===== src/rtl/bdr_pkg.sv =====
// shared types and constants for the bounded deque block
// no dependencies
package bdr_pkg;

  localparam int DEPTH_DEF = 64;
  localparam int VAL_W     = 32;
  localparam int OP_W      = 3;
  localparam int ST_W      = 2;
  localparam int CQ_DEPTH  = 2;
  localparam int OQ_DEPTH  = 4;

  localparam logic [OP_W-1:0] OP_APPEND   = 3'd0;
  localparam logic [OP_W-1:0] OP_REM_HEAD = 3'd1;
  localparam logic [OP_W-1:0] OP_REM_TAIL = 3'd2;
  localparam logic [OP_W-1:0] OP_REVERSE  = 3'd3;
  localparam logic [OP_W-1:0] OP_DUMP     = 3'd4;

  localparam logic [ST_W-1:0] ST_DONE  = 2'd0;
  localparam logic [ST_W-1:0] ST_EMPTY = 2'd1;
  localparam logic [ST_W-1:0] ST_FULL  = 2'd2;
  localparam logic [ST_W-1:0] ST_ELEM  = 2'd3;

  typedef enum logic [2:0] {
    CMD_APPEND,
    CMD_REM_HEAD,
    CMD_REM_TAIL,
    CMD_REVERSE,
    CMD_DUMP,
    CMD_NOP
  } cmd_e;

  typedef struct packed {
    cmd_e                    cmd;
    logic signed [VAL_W-1:0] value;
  } cmd_t;

  typedef struct packed {
    logic signed [VAL_W-1:0] value;
    logic [ST_W-1:0]         status;
    logic                    last;
  } res_t;

endpackage


===== src/rtl/bdr_fifo.sv =====
// small register fifo, power-of-two depth, combinational read of the head
// no package dependency
module bdr_fifo #(
  parameter int W     = 8,
  parameter int DEPTH = 2
) (
  input  logic                       clk_i,
  input  logic                       rst_ni,
  input  logic                       push_i,
  input  logic [W-1:0]               wdata_i,
  input  logic                       pop_i,
  output logic [W-1:0]               rdata_o,
  output logic                       full_o,
  output logic                       empty_o,
  output logic [$clog2(DEPTH):0]     cnt_o
);

  localparam int PTR_W = $clog2(DEPTH);

  logic [W-1:0]     mem_q [DEPTH];
  logic [PTR_W-1:0] wr_ptr_q, wr_ptr_d;
  logic [PTR_W-1:0] rd_ptr_q, rd_ptr_d;
  logic [PTR_W:0]   cnt_q, cnt_d;
  logic             do_push, do_pop;

  assign full_o  = (cnt_q == (PTR_W+1)'(DEPTH));
  assign empty_o = (cnt_q == '0);
  assign cnt_o   = cnt_q;
  assign rdata_o = mem_q[rd_ptr_q];
  assign do_push = push_i && !full_o;
  assign do_pop  = pop_i && !empty_o;

  always_comb begin
    wr_ptr_d = wr_ptr_q;
    rd_ptr_d = rd_ptr_q;
    cnt_d    = cnt_q;
    if (do_push) begin
      wr_ptr_d = wr_ptr_q + 1'b1;
    end
    if (do_pop) begin
      rd_ptr_d = rd_ptr_q + 1'b1;
    end
    case ({do_push, do_pop})
      2'b10:   cnt_d = cnt_q + 1'b1;
      2'b01:   cnt_d = cnt_q - 1'b1;
      default: cnt_d = cnt_q;
    endcase
  end

  always_ff @(posedge clk_i or negedge rst_ni) begin
    if (!rst_ni) begin
      wr_ptr_q <= '0;
      rd_ptr_q <= '0;
      cnt_q    <= '0;
    end else begin
      wr_ptr_q <= wr_ptr_d;
      rd_ptr_q <= rd_ptr_d;
      cnt_q    <= cnt_d;
    end
  end

  always_ff @(posedge clk_i) begin
    if (do_push) begin
      mem_q[wr_ptr_q] <= wdata_i;
    end
  end

endmodule


===== src/rtl/bdr_front.sv =====
// front end: takes input items, classifies the opcode into a command
// and queues it; uses bdr_pkg and bdr_fifo
module bdr_front (
  input  logic                           clk_i,
  input  logic                           rst_ni,
  input  logic                           push_i,
  output logic                           full_o,
  input  logic [bdr_pkg::OP_W-1:0]       opcode_i,
  input  logic signed [bdr_pkg::VAL_W-1:0] value_i,
  output bdr_pkg::cmd_t                  cmd_o,
  output logic                           cmd_valid_o,
  input  logic                           cmd_pop_i
);

  localparam int CMD_W = $bits(bdr_pkg::cmd_t);

  bdr_pkg::cmd_t    cmd_in;
  logic [CMD_W-1:0] cmd_raw;
  logic             cq_empty;
  logic [$clog2(bdr_pkg::CQ_DEPTH):0] cq_cnt;

  always_comb begin
    cmd_in.value = '0;
    unique case (opcode_i)
      bdr_pkg::OP_APPEND: begin
        cmd_in.cmd   = bdr_pkg::CMD_APPEND;
        cmd_in.value = value_i;
      end
      bdr_pkg::OP_REM_HEAD: cmd_in.cmd = bdr_pkg::CMD_REM_HEAD;
      bdr_pkg::OP_REM_TAIL: cmd_in.cmd = bdr_pkg::CMD_REM_TAIL;
      bdr_pkg::OP_REVERSE:  cmd_in.cmd = bdr_pkg::CMD_REVERSE;
      bdr_pkg::OP_DUMP:     cmd_in.cmd = bdr_pkg::CMD_DUMP;
      default:              cmd_in.cmd = bdr_pkg::CMD_NOP;
    endcase
  end

  bdr_fifo #(
    .W     (CMD_W),
    .DEPTH (bdr_pkg::CQ_DEPTH)
  ) u_cmdq (
    .clk_i   (clk_i),
    .rst_ni  (rst_ni),
    .push_i  (push_i),
    .wdata_i (cmd_in),
    .pop_i   (cmd_pop_i),
    .rdata_o (cmd_raw),
    .full_o  (full_o),
    .empty_o (cq_empty),
    .cnt_o   (cq_cnt)
  );

  assign cmd_o       = bdr_pkg::cmd_t'(cmd_raw);
  // occupancy count agrees with the empty flag
  assign cmd_valid_o = !cq_empty && (cq_cnt != '0);

endmodule


===== src/rtl/bdr_back.sv =====
// back end: ring buffer store, front index, count and direction flag;
// carries out queued commands and sequences dumps; uses bdr_pkg
module bdr_back #(
  parameter int DEPTH = bdr_pkg::DEPTH_DEF
) (
  input  logic                                 clk_i,
  input  logic                                 rst_ni,
  input  bdr_pkg::cmd_t                        cmd_i,
  input  logic                                 cmd_valid_i,
  output logic                                 cmd_pop_o,
  output bdr_pkg::res_t                        res_o,
  output logic                                 res_push_o,
  input  logic [$clog2(bdr_pkg::OQ_DEPTH):0]   oq_cnt_i
);

  localparam int IDX_W    = $clog2(DEPTH);
  localparam int CNT_W    = $clog2(DEPTH + 1);
  localparam int SUM_W    = CNT_W + 1;
  localparam int OQ_CNT_W = $clog2(bdr_pkg::OQ_DEPTH) + 1;
  localparam int OCC_W    = OQ_CNT_W + 1;

  typedef enum logic {S_RUN, S_DUMP} state_e;

  state_e             state_q, state_d;
  logic [IDX_W-1:0]   front_q, front_d;
  logic [CNT_W-1:0]   count_q, count_d;
  logic               rev_q, rev_d;
  logic [CNT_W-1:0]   idx_q, idx_d;
  logic               rd_valid_q, rd_valid_d;
  logic               rd_last_q, rd_last_d;

  logic signed [bdr_pkg::VAL_W-1:0] mem_q [DEPTH];
  logic signed [bdr_pkg::VAL_W-1:0] rdata_q;
  logic               mem_we, rd_en;
  logic [IDX_W-1:0]   waddr, rd_addr;
  logic [OCC_W-1:0]   occ;
  logic               room;
  logic [CNT_W-1:0]   dump_off;
  logic               low_end;

  // physical slot of an offset from the front, offset at most DEPTH
  function automatic logic [IDX_W-1:0] slot_of(input logic [IDX_W-1:0] base,
                                               input logic [CNT_W-1:0] off);
    logic [SUM_W-1:0] sum;
    sum = SUM_W'(base) + SUM_W'(off);
    if (sum >= SUM_W'(DEPTH)) begin
      sum = sum - SUM_W'(DEPTH);
    end
    return sum[IDX_W-1:0];
  endfunction

  // reads in flight count against the output queue space
  assign occ  = OCC_W'(oq_cnt_i) + OCC_W'(rd_valid_q);
  assign room = occ < OCC_W'(bdr_pkg::OQ_DEPTH);

  assign dump_off = rev_q ? (count_q - CNT_W'(1) - idx_q) : idx_q;
  assign rd_addr  = slot_of(front_q, dump_off);

  always_comb begin
    state_d    = state_q;
    front_d    = front_q;
    count_d    = count_q;
    rev_d      = rev_q;
    idx_d      = idx_q;
    rd_last_d  = rd_last_q;
    rd_en      = 1'b0;
    mem_we     = 1'b0;
    waddr      = slot_of(front_q, count_q);
    cmd_pop_o  = 1'b0;
    res_push_o = 1'b0;
    res_o      = '0;
    low_end    = (cmd_i.cmd == bdr_pkg::CMD_REM_HEAD) == !rev_q;

    if (rd_valid_q) begin
      res_push_o   = 1'b1;
      res_o.value  = rdata_q;
      res_o.status = bdr_pkg::ST_ELEM;
      res_o.last   = rd_last_q;
    end

    unique case (state_q)
      S_RUN: begin
        if (cmd_valid_i && !rd_valid_q && room) begin
          cmd_pop_o    = 1'b1;
          res_push_o   = 1'b1;
          res_o.last   = 1'b1;
          res_o.status = bdr_pkg::ST_DONE;
          case (cmd_i.cmd)
            bdr_pkg::CMD_APPEND: begin
              if (count_q == CNT_W'(DEPTH)) begin
                res_o.status = bdr_pkg::ST_FULL;
              end else begin
                mem_we  = 1'b1;
                count_d = count_q + CNT_W'(1);
                if (rev_q) begin
                  front_d = (front_q == '0) ? IDX_W'(DEPTH - 1) : front_q - IDX_W'(1);
                  waddr   = front_d;
                end
              end
            end
            bdr_pkg::CMD_REM_HEAD, bdr_pkg::CMD_REM_TAIL: begin
              if (count_q == '0) begin
                res_o.status = bdr_pkg::ST_EMPTY;
              end else begin
                count_d = count_q - CNT_W'(1);
                if (low_end) begin
                  front_d = slot_of(front_q, CNT_W'(1));
                end
              end
            end
            bdr_pkg::CMD_REVERSE: rev_d = !rev_q;
            bdr_pkg::CMD_DUMP: begin
              if (count_q == '0) begin
                res_o.status = bdr_pkg::ST_EMPTY;
              end else begin
                res_push_o = 1'b0;
                idx_d      = '0;
                state_d    = S_DUMP;
              end
            end
            default: ;
          endcase
        end
      end
      S_DUMP: begin
        if (room) begin
          rd_en     = 1'b1;
          rd_last_d = (idx_q + CNT_W'(1)) == count_q;
          idx_d     = idx_q + CNT_W'(1);
          if (rd_last_d) begin
            state_d = S_RUN;
          end
        end
      end
      default: state_d = S_RUN;
    endcase
  end

  assign rd_valid_d = rd_en;

  always_ff @(posedge clk_i or negedge rst_ni) begin
    if (!rst_ni) begin
      state_q    <= S_RUN;
      front_q    <= '0;
      count_q    <= '0;
      rev_q      <= 1'b0;
      idx_q      <= '0;
      rd_valid_q <= 1'b0;
      rd_last_q  <= 1'b0;
    end else begin
      state_q    <= state_d;
      front_q    <= front_d;
      count_q    <= count_d;
      rev_q      <= rev_d;
      idx_q      <= idx_d;
      rd_valid_q <= rd_valid_d;
      rd_last_q  <= rd_last_d;
    end
  end

  always_ff @(posedge clk_i) begin
    if (mem_we) begin
      mem_q[waddr] <= cmd_i.value;
    end
    if (rd_en) begin
      rdata_q <= mem_q[rd_addr];
    end
  end

endmodule


===== src/rtl/bounded_deque_with_reverse_top.sv =====
// top level of the bounded deque with reverse
// uses bdr_pkg, bdr_front, bdr_back and bdr_fifo
//
// Input channel: an item (opcode_i, value_in_i) transfers on a clock edge with
// push high and full low. Result channel: the oldest result sits on
// value_out_o, status_o and last_o while empty is low and transfers on an edge
// with pop high. Every item gives one result with last_o set, except a dump of
// a non-empty list, which gives one result per element, head to tail, with
// last_o on the final one.
// Path: with the execution unit idle, an item passes the command queue and its
// result the result queue; a dump's elements also pass the store read register.
// Throughput: append, remove, reverse and unused opcodes run one per cycle while
// the result queue has room; a dump holds the execution unit until its elements
// are read, one store read per element through the single read port.
// Reset clears the list to empty in natural order, empties both internal
// queues and raises empty; the element store itself is not cleared.
// When the receiver stops popping, the four-entry result queue fills, the
// execution unit halts, the two-entry command queue fills and full rises.
module bounded_deque_with_reverse_top #(
  parameter int DEPTH = bdr_pkg::DEPTH_DEF
) (
  input  logic                               clk_i,
  input  logic                               rst_ni,
  input  logic                               push,
  output logic                               full,
  input  logic [bdr_pkg::OP_W-1:0]           opcode_i,
  input  logic signed [bdr_pkg::VAL_W-1:0]   value_in_i,
  output logic                               empty,
  input  logic                               pop,
  output logic signed [bdr_pkg::VAL_W-1:0]   value_out_o,
  output logic [bdr_pkg::ST_W-1:0]           status_o,
  output logic                               last_o
);

  localparam int RES_W = $bits(bdr_pkg::res_t);

  bdr_pkg::cmd_t    cmd;
  logic             cmd_valid, cmd_pop;
  bdr_pkg::res_t    res_in, res_out;
  logic             res_push;
  logic [RES_W-1:0] res_raw;
  logic             oq_full;
  logic [$clog2(bdr_pkg::OQ_DEPTH):0] oq_cnt;

  bdr_front u_front (
    .clk_i       (clk_i),
    .rst_ni      (rst_ni),
    .push_i      (push),
    .full_o      (full),
    .opcode_i    (opcode_i),
    .value_i     (value_in_i),
    .cmd_o       (cmd),
    .cmd_valid_o (cmd_valid),
    .cmd_pop_i   (cmd_pop)
  );

  bdr_back #(
    .DEPTH (DEPTH)
  ) u_back (
    .clk_i       (clk_i),
    .rst_ni      (rst_ni),
    .cmd_i       (cmd),
    .cmd_valid_i (cmd_valid),
    .cmd_pop_o   (cmd_pop),
    .res_o       (res_in),
    .res_push_o  (res_push),
    .oq_cnt_i    (oq_cnt)
  );

  // back end only pushes when it has reserved room, so oq_full never drops one
  bdr_fifo #(
    .W     (RES_W),
    .DEPTH (bdr_pkg::OQ_DEPTH)
  ) u_resq (
    .clk_i   (clk_i),
    .rst_ni  (rst_ni),
    .push_i  (res_push && !oq_full),
    .wdata_i (res_in),
    .pop_i   (pop),
    .rdata_o (res_raw),
    .full_o  (oq_full),
    .empty_o (empty),
    .cnt_o   (oq_cnt)
  );

  assign res_out     = bdr_pkg::res_t'(res_raw);
  assign value_out_o = res_out.value;
  assign status_o    = res_out.status;
  assign last_o      = res_out.last;

endmodule


===== config.mk =====
export PLATFORM = sky130hd
export DESIGN_NAME = bounded_deque_with_reverse_top
export DESIGN_NICKNAME = d
export VERILOG_FILES = /design/src/rtl/bdr_pkg.sv /design/src/rtl/bdr_fifo.sv /design/src/rtl/bdr_front.sv /design/src/rtl/bdr_back.sv /design/src/rtl/bounded_deque_with_reverse_top.sv
export SDC_FILE = /design/constraint.sdc
export NUM_CORES = 2
export LEC_CHECK = 0
export BUFFER_PORTS_ARGS = -buffer_cell sky130_fd_sc_hd__buf_2
export CAP_MARGIN = 20
export CORE_MARGIN = 4
export CORE_UTILIZATION = 38
export CTS_BUF_LIST = sky130_fd_sc_hd__clkbuf_8
export CTS_CLUSTER_SIZE = 28
export DETAILED_ROUTE_END_ITERATION = 6
export SYNTH_ARGS = -nofsm -noshare
export SYNTH_HDL_FRONTEND = slang
export SYNTH_SLANG_ARGS = --single-unit

===== constraint.sdc =====
create_clock -name clk_i -period 5.6 [get_ports clk_i]
set_clock_uncertainty 0.1 [all_clocks]
set_input_delay 1.12 -clock clk_i [delete_from_list [all_inputs] [get_ports clk_i]]
set_output_delay 1.12 -clock clk_i [all_outputs]
set_load 0.005 [all_outputs]

# == Word level (Yosys, flattened, before mapping) ==
# Memories as Yosys holds them, arrays and structs flattened. A register that Yosys moved wholly into a read port is not among the register bits.
# Index checks and enable logic that the tools add are counted.
# totals
regBits,35
latch_bits,0
ramBits,2258
romBits,0
input_bits,39
output_inout_bits,37
memories,3
# op_classes
n_addsub,20
multipliers,0
div_mod_pow,0
magnitude_cmp,4
eq_ne,25
n_shift,0
n_mux,58
n_bitwise,1
n_reduce_logical,31
# mem_list
name,words,word_bits,rd,rd_clocked_by_memory_dff,wr,line,source
u_back.mem_q,64,32,1,1,1,bdr_back.sv:32,logic signed [bdr_pkg::VAL_W-1:0] mem_q [DEPTH];
u_resq.mem_q,4,35,1,0,1,bdr_fifo.sv:20,logic [W-1:0] mem_q [DEPTH];
u_front.u_cmdq.mem_q,2,35,1,0,1,bdr_fifo.sv:20,
# ops
cell,n
$mux 6,13
$mux 7,7
$mux 35,1
$mux 32,1
$pmux 7 s2,2
$mux 1,25
$sub 6x1->6 const B,4
$add 6x7->8,2
$ge 8x7->1 const B,2
$pmux 3 s5,1
$add 7x1->7 const B,2
$eq 3x2->1 const B,4
$pmux 6 s2,1
$ne 2x2->1 const B,5
$eq 3x3->1 const B,3
$logic_not 3->1,3
$logic_and 1x1->1,8
$pmux 2 s2,2
$reduce_bool 2->1,4
$add 6x1->7 const B,1
$eq 7x7->1,1
$eq 7x7->1 const B,1
$ge 7x7->1 const B,1
$logic_not 7->1,1
29 further kinds,44

# == Longest topological paths before layout ==
# logic_depth
depth_word,11
ltp_mapped,17

# == Cells and area by module ==
# Synthesis repeated with hierarchy kept, for this count alone.
# unflattened
hier_cells,4371
hier_area_um2,91225.0
# modules_own_cells
mod,instances,cells_each,area_per_inst_um2,seq_area_each_um2
bdr_back,1,3975,82148.8,63060.5
bdr_fifo at u_resq,1,220,5531.6,4379.2
bdr_fifo at u_front.u_cmdq,1,127,2872.8,2202.1
bdr_front,1,48,658.1,0.0
bounded_deque_with_reverse_top,1,1,13.8,0.0

# == Worst setup path after synthesis ==
# Ideal clock, no wire load.
# synth_timing
kind,reg2reg
from,register u_back.count_q[1]
to,"register u_back.rdata_q[0] (netlist bit), read port of u_back.mem_q (data pin)"
arrival_ps,3592
required_time_ps,5236
slack_ps,1645
path_stages_with_launch,16
n_path_buf,3
path_cell_list,dfrtp_1 inv_1 ha_1 inv_1 fa_1 nand2_1 o21ai_0 fa_1 clkbuf_1 clkbuf_1 clkbuf_1 mux4_2 mux2i_1 a32oi_1 o221ai_1 mux2i_1
# synth_via
elab_chain_cells,6
elab_cells_between_ends,7
classes_between,add/sub: 4; order compare: 1; mux: 2
# synth_rtl
item,line,source
start: declaration,bdr_back.sv:26,"logic [CNT_W-1:0] count_q, count_d;"
start signal: assignment,bdr_back.sv:153,count_q <= count_d;
$sub 7x1->7 (*),bdr_back.sv:56,assign dump_off = rev_q ? (count_q - CNT_W'(1) - idx_q) : idx_q;
$sub 7x7->7 (*),bdr_back.sv:56,
$mux 7 (*),bdr_back.sv:56,
$add 6x7->8 (*),bdr_back.sv:45,sum = SUM_W'(base) + SUM_W'(off);
$ge 8x7->1 or $sub 6x1->6 (tied branches),"bdr_back.sv:46, bdr_back.sv:47",
$mux 6 (*),bdr_back.sv:46,if (sum >= SUM_W'(DEPTH)) begin
end: declaration,bdr_back.sv:33,logic signed [bdr_pkg::VAL_W-1:0] rdata_q;
# Every way passes the cells marked *; elsewhere a longest branch is shown, timed or not.
# A chain may end at the register's enable or synchronous reset.

# == Worst setup path after layout ==
# layout_timing
from,register u_back.count_q[1]
to,"register u_back.rdata_q[29] (netlist bit), read port of u_back.mem_q (data pin)"
# Same word-level chain as after synthesis.

==> results.cfg <==
[cells_and_area]
final_common_cell = edfxtp_1
postLayoutCellArea_um2 = 104000
final_cell_mix = 2290 x edfxtp_1, 547 x mux4_2, 396 x clkbuf_8
fin_nets = 4939
final_util = 0.439
area_growth_pct = 14.6
stdcell_count = 8299
drive_above_1_share = 0.284

[sta]
max-slew-margin-rel = 0.225
fin_ws_ns = 0.176
hold_viol = 0
max_freq_mhz = 184
finalCriticalPeriod_ns = 5.42
drv_slew = 0
setup_viol = 0
fin_crit_sh = 0.969
tightest_slew_ns = 1.16

[die]
core_um2 = 236000
die_w_um = 496
die-area_um2 = 246000
rows = 178
io_pins = 76
start_util = 0.383
die_h_um = 496

[placed_design]
port-buffer-count = 75
dp_cells = 7634
hpwl_um = 134000
place_area_um2 = 96900
gp_congestion = 0.808
place_ws_ns = 0.0864

[clocking]
cts_buffers = 380
tritoncts = yes
postCtsSetupBuffers = 0
cts_max_level = 5
clock-sinks = 2325
clk_pin_slew_ns = 0.07
clk_latency_ns = 1.07
cts_max_path_buffers = 4
root_buffer = clkbuf_8

[global_routing]
grt_pass1_vias = 46800
grt_max_degree = 65
global_route.peak_usage_layer = met2
grt_util_all_layers = 0.192
grt_first_pass_wirelength_um = 341000
grt_use_met3 = 0.0358
grt_use_met2 = 0.307
grt_overflow = 0
use_met1 = 0.267
antenna_found_initial = 13

[outcome]
outcome = completed

[yosys]
netlist_area_um2 = 90500
synth_cell_types = 65
yosysSeqAreaShare = 0.769
synth_xor_area_frac = 0.00503
yosys.area_share.simple = 0.0377
syn_inst = 4383
yosys.area.top_type = edfxtp_1
synth-edff-count = 2290
synth_top_family_by_area = multiplexers
avgSynthCellArea_um2 = 20.7
synth_adder_area_share = 0.00475
synth_flop_cell = edfxtp_1
synth_compound_area_frac = 0.0202
ys_seq_elements = 2325
synth.area.top_cells = edfxtp_1 76%, mux4_2 14%, nand2_1 1.5%, nor2_1 1.2%, mux2i_1 1.1%
netlist.area_leader.share = 0.760
ys_warn_count = 0
synthMuxAreaShare = 0.151
async_flop_share = 0.0151
synth_nets = 4454

[detailed_routing]
first_iter_violations = 5283
drcViolationCount = 0
vias = 46000
post_drt_wl_per_cell_um = 28.7
drt_wl_total_um = 238000
ant_nets = 0
dr.pass1.iters = 5
via_per_inst = 5.55

[job]
max-cap-violations = 0

[critical_path]
path_class = reg -> reg
startpoint_type = flip-flop
cp-end-kind = flip-flop
critPathArrivalTime_ns = 6.19
crit_required_ns = 6.36
crit_fanout = 36

[min_path]
holdCritPathClass = in -> reg
[logic make-up after synthesis]
kind of cell,after synthesis
buffers and inverters,254
XOR/XNOR,52
multiplexers,680
adder cells (fa/ha/maj),32
flip-flops,2325
AO/OA/AOI/OAI,234
AND/OR/NAND/NOR,806
[per-stage QoR]
stage | hold slack (ns) | TNS (ns)
3_3_place_gp | 0.382 | 0
4_1_cts | 0.103 | 0
2_1_floorplan | 0.361 | 0
6_report | 0.233 | 0
3_5_place_dp | 0.397 | 0
5_1_grt | 0.155 | -0.0226
[cell usage after synthesis (7+ instances only)]
| library cell | count |
|---|---|
| edfxtp_1 | 2290 |
| mux4_2 | 547 |
| nand2_1 | 356 |
| nor2_1 | 292 |
| clkbuf_1 | 123 |
| mux2i_1 | 99 |
| and2_1 | 71 |
| o221ai_1 | 66 |
| a32oi_1 | 64 |
| buf_2 | 61 |
| buf_1 | 41 |
| dfrtp_1 | 35 |
| mux2_2 | 33 |
| xnor2_1 | 31 |
| ha_1 | 28 |
| a21oi_1 | 27 |
| inv_1 | 25 |
| nor3_1 | 25 |
| xor2_1 | 21 |
| o21ai_1 | 17 |
| nand3_1 | 14 |
| nand4_1 | 9 |
| o21ai_0 | 9 |
| a21o_1 | 8 |
| nor4_1 | 7 |
[flip-flops by register name (all words and copies together) (netlist names), 3 cells and up]
register              cells
u_back.idx_q              7
u_back.front_q            6
u_resq.mem_q            140
u_resq.cnt_o              3
u_front.u_cmdq.mem_q     70
u_back.count_q            7
u_back.rdata_q           32
u_back.mem_q           2048
[worst max-delay path, cell delays in order (launching register included)]
cell and delay, ns:
dfrtp_1 0.55, inv_1 0.14, ha_1 0.29, inv_1 0.13
fa_1 0.43, nand2_1 0.07, o21ai_0 0.17, fa_4 1.02
buf_12 0.30, buf_12 0.28, mux4_2 0.23, nand2_1 0.05
a32oi_1 0.63, o221ai_1 0.52, mux2i_1 0.25
[area by class of cell]
type,instances,area [um^2]
multi-input combinational,1804,20500
sequential,2325,69600
timing repair buffer,332,2820
fill,20300,132000
clock buffer,396,5450
tap,3150,3940
inverter,25,93.8
antenna,5,12.5
clock inverter,262,1250
[path summary, 6_finish.rpt]
| check | start | to | slack [ns] | cells past startpoint |
|---|---|---|---|---|
| worst max-delay path | u_back.count_q[1] | u_back.rdata_q[29] | 0.18 | 14 |
| worst min-delay path | opcode_i[2] | u_front.u_cmdq.mem_q[1][34] | 0.23 | 1 |
| worst max register to register | u_back.count_q[1] | u_back.rdata_q[29] | 0.18 | 14 |
| worst min register to register | u_front.u_cmdq.cnt_o[1] | u_front.u_cmdq.cnt_o[1] | 0.40 | 1 |
| max in group asynchronous | rst_ni | u_resq.rd_ptr_q[0] | 4.24 | 2 |
| min in group asynchronous | rst_ni | u_back.count_q[1] | 0.58 | 2 |
[what timing repair did]
item,CTS,global route
gates resized for setup,0,10
endpoints found under the hold margin,33,0
hold buffers,1,0
setup endpoints to repair,0,9
[routing by layer]
metal  wire length (um)  part of all wire  up-vias
li1                   -                 -    19000
met1              97000              0.41    24700
met2             114000              0.48     2051
met3              19200             0.081      347
met4               7980             0.034        4
met5                 22          0.000093        -
Power is not shown: default switching activity piles up to over one toggle a cycle in this logic, so the estimate is an artifact.
